--- src/rtl/kpq_pkg.sv ---
// ----------------------------------------------------------------------------
// kpq_pkg: shared types and codes of the keyed priority queue
// Entry layout, command and status codes, cell control word and the
// ranking function used by every cell of the sorted chain.
// ----------------------------------------------------------------------------
`default_nettype none

package kpq_pkg;

  localparam int KPQ_CAPACITY = 64;

  // command codes on in_command
  typedef enum logic [1:0] {
    CMD_PUSH = 2'd0,
    CMD_PEEK = 2'd1,
    CMD_POP  = 2'd2
  } cmd_t;

  // status codes on out_status
  typedef enum logic [1:0] {
    ST_VALID = 2'd0,
    ST_EMPTY = 2'd1,
    ST_FULL  = 2'd2
  } status_t;

  // one stored entry
  typedef struct packed {
    logic [15:0] score;
    logic [15:0] ident;
    logic [15:0] tag;
  } entry_t;

  // what every cell does on the current edge
  typedef enum logic [1:0] {
    CELL_HOLD = 2'd0,
    CELL_PUSH = 2'd1,
    CELL_POP  = 2'd2
  } cell_op_t;

  // control word broadcast along the chain
  typedef struct packed {
    cell_op_t op;
    entry_t   entry;
  } cell_ctrl_t;

  // true when x must sit strictly ahead of y
  function automatic logic ranks_above(entry_t x, entry_t y);
    logic res;
    if (x.score != y.score) begin
      res = (x.score > y.score);
    end else begin
      res = (x.ident < y.ident);
    end
    return res;
  endfunction

endpackage

`default_nettype wire

--- src/rtl/kpq_cell.sv ---
// ----------------------------------------------------------------------------
// kpq_cell: one slot of the sorted chain
// Holds one entry and its valid bit. On a push it keeps its entry, takes
// the new one or takes its left neighbor's; on a pop it takes its right
// neighbor's.
// ----------------------------------------------------------------------------
`default_nettype none

module kpq_cell
  import kpq_pkg::*;
(
  input  wire        clk,
  input  wire        rst_n,
  input  cell_ctrl_t ctrl_i,
  input  entry_t     left_entry_i,
  input  wire        left_valid_i,
  input  wire        left_above_i,
  input  entry_t     right_entry_i,
  input  wire        right_valid_i,
  output entry_t     entry_o,
  output logic       valid_o,
  output logic       above_o
);

  entry_t entry_r, entry_nxt;
  logic   valid_r, valid_nxt;

  // new entry goes ahead of this slot (an empty slot is worse than anything)
  assign above_o = !valid_r || ranks_above(ctrl_i.entry, entry_r);

  // slot update
  always_comb begin
    entry_nxt = entry_r;
    valid_nxt = valid_r;
    case (ctrl_i.op)
      CELL_PUSH: begin
        if (left_above_i) begin
          entry_nxt = left_entry_i;
          valid_nxt = left_valid_i;
        end else if (above_o) begin
          entry_nxt = ctrl_i.entry;
          valid_nxt = 1'b1;
        end
      end
      CELL_POP: begin
        entry_nxt = right_entry_i;
        valid_nxt = right_valid_i;
      end
      default: begin
        entry_nxt = entry_r;
        valid_nxt = valid_r;
      end
    endcase
  end

  // valid bit
  always_ff @(posedge clk) begin
    if (!rst_n) begin
      valid_r <= 1'b0;
    end else begin
      valid_r <= valid_nxt;
    end
  end

  // payload
  always_ff @(posedge clk) begin
    entry_r <= entry_nxt;
  end

  assign entry_o = entry_r;
  assign valid_o = valid_r;

endmodule

`default_nettype wire

--- config.mk ---
export PLATFORM = sky130hd
export DESIGN_NAME = kpq_cell
export DESIGN_NICKNAME = d
export VERILOG_FILES = /design/src/rtl/kpq_pkg.sv /design/src/rtl/kpq_cell.sv
export SDC_FILE = /design/constraint.sdc
export NUM_CORES = 1
export LEC_CHECK = 0
export BUFFER_PORTS_ARGS = -buffer_cell sky130_fd_sc_hd__buf_2
export CAP_MARGIN = 10
export CORE_MARGIN = 2
export CORE_UTILIZATION = 40
export CTS_BUF_LIST = sky130_fd_sc_hd__clkbuf_16
export CTS_CLUSTER_DIAMETER = 40
export CTS_CLUSTER_SIZE = 14
export DETAILED_ROUTE_END_ITERATION = 16
export PLACE_DENSITY_LB_ADDON = 0.12
export SYNTH_ARGS = -nofsm -noshare
export SYNTH_HDL_FRONTEND = slang
export SYNTH_SLANG_ARGS = --single-unit
--- constraint.sdc ---
create_clock -name clk -period 5 [get_ports clk]
set_input_delay 0.5 -clock clk [delete_from_list [all_inputs] [get_ports clk]]
set_output_delay 0.5 -clock clk [all_outputs]
set_load 0.01 [all_outputs]
==> Word-level counts from Yosys, hierarchy flattened <==
Index checks and enable logic that the tools add are counted.
{ "word_totals": {"ramBits": 0, "n_memories": 0, "latch_bits": 0, "elab_cells": 21, "in_bits": 151, "ff_bits": 49, "output_inout_bits": 50, "rom_bits": 0} }
{ "op_classes": {"n_addsub": 0, "n_bitwise": 0, "eq_ne": 4, "n_lt_le_gt_ge": 2, "n_div": 0, "multipliers": 0, "n_reduce_logical": 4, "n_shift": 0, "n_mux": 7} }
{ "ops": {"columns": ["operator", "count"], "rows": [
  ["$mux 48", 2],
  ["$pmux 48 s2", 1],
  ["$gt 16x16->1", 1],
  ["$lt 16x16->1", 1],
  ["$ne 16x16->1", 1],
  ["$mux 1", 3],
  ["$ne 3x3->1 const B", 1],
  ["$eq 2x1->1 const B", 1],
  ["$eq 2x2->1 const B", 1],
  ["$pmux 1 s2", 1],
  ["$reduce_and 2->1", 1],
  ["$reduce_bool 2->1", 1],
  ["$logic_not 1->1", 1],
  ["$logic_or 1x1->1", 1]
]} }

==> Logic depth before layout (Yosys ltp) <==
{ "logic_depth": {"depth_word": 6, "depth_mapped": 7, "ltp_nobuf": 7} }

==> Least setup slack after synthesis <==
OpenSTA, ideal clock, no wires.
{ "synth_path": {"path_kind": "input to register", "startpoint": "in ctrl_i[47] in the netlist's numbering", "endpoint": "reg entry_r, in the netlist entry_o[0] (enable)", "setup_ns": 0.482, "path_stages": 6, "path_slack_ns": -0.038, "t_required_ns": 4.518, "arrival_ns": 4.556, "n_path_buf": 0, "cell_sequence": "ha_1 nand4_2 or4_1 a2111oi_2 o31ai_1 a31oi_1"} }
{ "synth_via": {"elab_chain_len": 5, "word_cells_on_any_way": 6, "cone_classes": "1 x order compare; 2 x eq/ne; 1 x mux; 2 x reduce/logical"} }
{ "synth_lines": {"columns": ["item", "line", "source"], "rows": [
  ["start, declared", "kpq_cell.sv:14", "input cell_ctrl_t ctrl_i,"],
  ["$gt 16x16->1 / $ne 16x16->1 (equally long branches)", "kpq_pkg.sv:50, kpq_pkg.sv:49", null],
  ["$mux 1 (*)", "kpq_pkg.sv:49", "if (x.score != y.score) begin"],
  ["$logic_or 1x1->1 (*)", "kpq_cell.sv:29", "assign above_o = !valid_r || ranks_above(ctrl_i.entry, entry_r);"],
  ["$ne 3x3->1 (no line) (*)", null, null],
  ["$reduce_and 2->1 (no line) (*)", null, null],
  ["end signal, assigned", "kpq_cell.sv:67", "entry_r <= entry_nxt;"],
  ["end, declared", "kpq_cell.sv:25", "entry_t entry_r, entry_nxt;"]
]} }
Mark *: on every way between the ends. The rest lies on a longest branch, timed or not.
A chain may end at the register's enable or synchronous reset.

==> Worst setup path after layout <==
{ "layout_path": {"startpoint": "reg entry_r, in the netlist entry_o[47]", "endpoint": "reg entry_r, in the netlist entry_o[33] (enable)"} }
{ "layout_via": {"elab_chain_len": 5, "word_cells_on_any_way": 6, "cone_classes": "1 x order compare; 2 x eq/ne; 1 x mux; 2 x reduce/logical"} }
{ "layout_lines": {"columns": ["item", "line"], "rows": [
  ["$gt 16x16->1 / $ne 16x16->1 (equally long branches)", "kpq_pkg.sv:50, kpq_pkg.sv:49"],
  ["$mux 1 (*)", "kpq_pkg.sv:49"],
  ["$logic_or 1x1->1 (*)", "kpq_cell.sv:29"],
  ["$ne 3x3->1 (no line) (*)", null],
  ["$reduce_and 2->1 (no line) (*)", null]
]} }
Marked as above.

==> impl_metrics.toml <==
[sta]
rsz0062_at_grt = "false"
setup_viol = 0
final_max_slew_viol_count = 0
clock_skew_ns = 0.0101
hold_viol_final = 0
setup_tns_ns = 0
fin_crit_sh_pct = 64.2
worst_slack_ns = 1.79
max_clock_freq_mhz = 311
relSlewSlack_pct = 41.9
worstMarginPinSlew_ns = 0.872
timing.final.crit_period_ns = 3.21

[cts]
cts_tree = "built"
clock_latency_ns = 0.29
clk_pin_slew_ns = 0.07
cts_buffers = 5
hold_buffers = 0
cts_resized = 0
clockBufferDepth = 2
clock-root-buffer = "clkbuf_16"
htree_levels = 2
clkSinkCount = 49
cts_setup_buffers = 0

[synth]
synthCells = 331
synth-xor-area-share_pct = 0
synth_top_cell_by_area = "edfxtp_1"
netlist_area_um2 = 3300
avgSynthCellArea_um2 = 9.97
ys_warn_count = 0
synthAdderAreaFrac_pct = 11.8
syn-num-nets = 513
synth_top_area_share_pct = 43.7
yosys.area_share.simple_pct = 10.8
synth_top_family_by_area = "multiplexers"
synth_compound_area_share_pct = 13.1
synth_cell_type_count = 33
ys_ff_latch = 49
ys_seq_area_share_pct = 44.3
synthMuxAreaShare_pct = 14.6
synth.area.top_cells = "edfxtp_1 44%, mux2i_1 15%, ha_1 12%, o21ai_0 7.9%, nand2_1 6.3%"

[floorplanning]
rows = 33
coreArea_um2 = 8090
die_area_um2 = 8990
ios = 201
initial_utilization_pct = 40.8
die_h_um = 94.8
die_width_um = 94.8

[global_route]
grt_pass1_wl_um = 13500
antenna_found_initial = 1
grt_max_degree = 76
grt-ovfl-total = 0
grt_pass1_vias = 2901
grt_usage_pct = 19.3

[route]
antenna_left = 0
via_count = 3037
wl_per_cell_um = 13.7
drt_iter0_markers = 76
drc = 0
routed_wl_um = 8640
routed_via_density = 4.82
dr.pass1.iters = 4

[hold_path]
min_path_type = "primary input to flop"
min_to = "valid_o$_SDFFE_PN0P_"
hold_start = "rst_n"
hold_depth = 2

[placement]
dp_cells = 622
dp_worst_setup_slack_ns = 1.50
dpl.hpwl_um = 7010
placed_area_um2 = 4420
gp_congestion = 0.737
portBuffers = 200

[run_status]
outcome = "finished clean"

[worst_setup_path]
crit_type = "flop to flop"
end_kind = "flop"
cp.arrival_ns = 3.20
timing.rr.start = "entry_o[47]$_DFFE_PP_"
crit_path_start_kind = "flop"
r2r.worst_path.cells = 8
worstPathMaxFanout = 27
crit_required_ns = 4.98
timing.rr.end = "entry_o[33]$_DFFE_PP_"
r2r_slack_ns = 1.79

[power_and_ir_drop]
leakage_nw = 2.28
powerDensity_nw_per_um2 = 250
irDropWorstVdd_uv = 132

[finish]
layout_commonest_cell = "buf_2"
instances_no_fill = 630
syn_to_final_growth_pct = 38.5
nets = 706
drive_above_1_share_pct = 41.0
antenna_cells = 0
final_cell_mix = "200 x buf_2, 55 x nand2_1, 52 x o21ai_0"
finish.instance_area_um2 = 4570

[flow_run]
drv_cap = 0
synth_stat cells:
cell       count
o21a_1         1
a21o_1         3
a21boi_0       1
a211o_1        1
nor3b_1        1
a221oi_1       1
clkbuf_1      14
edfxtp_1      48
nand4_2        1
nand2b_1       3
a21oi_1        7
and4_1         2
ha_1          31
nand2_1       55
or4_1          1
dfxtp_1        1
nor2b_1        3
nand4_1        4
o21ai_0       52
a31oi_1        2
a22oi_1        1
o31ai_1        2
mux2i_1       48
nor2_1         3
buf_2          2
a211oi_1       2
o2111ai_1      1
inv_1         31
nor3_1         1
buf_1          1
a2111oi_2      1
a311oi_1       1
nand3_1        5
cell families (layout without fill, tap and decap cells):
group | after synthesis | count (layout)
mux | 48 | 48
fa+ha+maj | 31 | 31
buf+inv | 48 | 242
compound gates | 76 | 76
flops | 49 | 49
simple gates | 79 | 79
power by group:
part / internal [mW] / total (mW) / switching, mW
Clock: 0.186 / 0.336 / 0.150
Sequential: 0.501 / 0.515 / 0.0144
Combinational: 0.136 / 0.290 / 0.155
Total: 0.823 / 1.14 / 0.319
final cells by class:
cell class	count	area, um2
Inverter	31	116
Clock buffer	5	125
Multi-Input combinational cell	234	1680
Sequential cell	49	1460
Timing Repair Buffer	203	1040
Fill cell	787	3520
Clock inverter	3	21.3
Tap cell	105	131
worst max path at each step:
stage / end / cells after the start / slack, ns / startpoint
finish: entry_o[33]$_DFFE_PP_ / 8 / 1.79 / entry_o[47]$_DFFE_PP_
global route: entry_o[35]$_DFFE_PP_ / 8 / 1.54 / entry_o[47]$_DFFE_PP_
CTS: entry_o[35]$_DFFE_PP_ / 8 / 1.73 / entry_o[47]$_DFFE_PP_
detailed placement: entry_o[22]$_DFFE_PP_ / 8 / 1.50 / ctrl_i[47]
global placement: entry_o[22]$_DFFE_PP_ / 8 / 1.58 / ctrl_i[47]
floorplan: entry_o[0]$_DFFE_PP_ / 6 / 1.12 / ctrl_i[47]
critical path: stages (launching register included):
cell       delay [ns]
edfxtp_1         0.35
inv_1            0.04
ha_1             0.32
nand4_2          0.16
or4_1            0.58
a2111oi_2        0.29
o31ai_1          0.19
a31oi_4          0.68
buf_12           0.28
metal layers:
metal / share of wire [%] / up-vias / track usage (%) / wire [um]
met5: 0 / - / 0 / 0
met3: 8.5 / 2 / 5.19 / 732
li1: - / 1576 / - / -
met1: 41 / 1343 / 23.0 / 3570
met2: 50 / 116 / 34.8 / 4300
met4: 0.38 / 0 / 4.11 / 33
registers in the layout (all words and copies together) (netlist names):
| register | cells |
|---|---|
| valid_o | 1 |
| entry_o | 48 |
stage by stage:
step | util, % | hold slack, ns | total power [mW]
final | 56.5 | 0.456 | 1.14
after global routing | 56.5 | 0.463 | 1.21
after floorplan | - | 0.507 | 0.680
after global placement | 54.7 | 0.490 | 0.813
after CTS | 56.5 | 0.456 | 1.16
after detailed placement | 54.7 | 0.498 | 0.819
(Power assumes the default switching activity.)
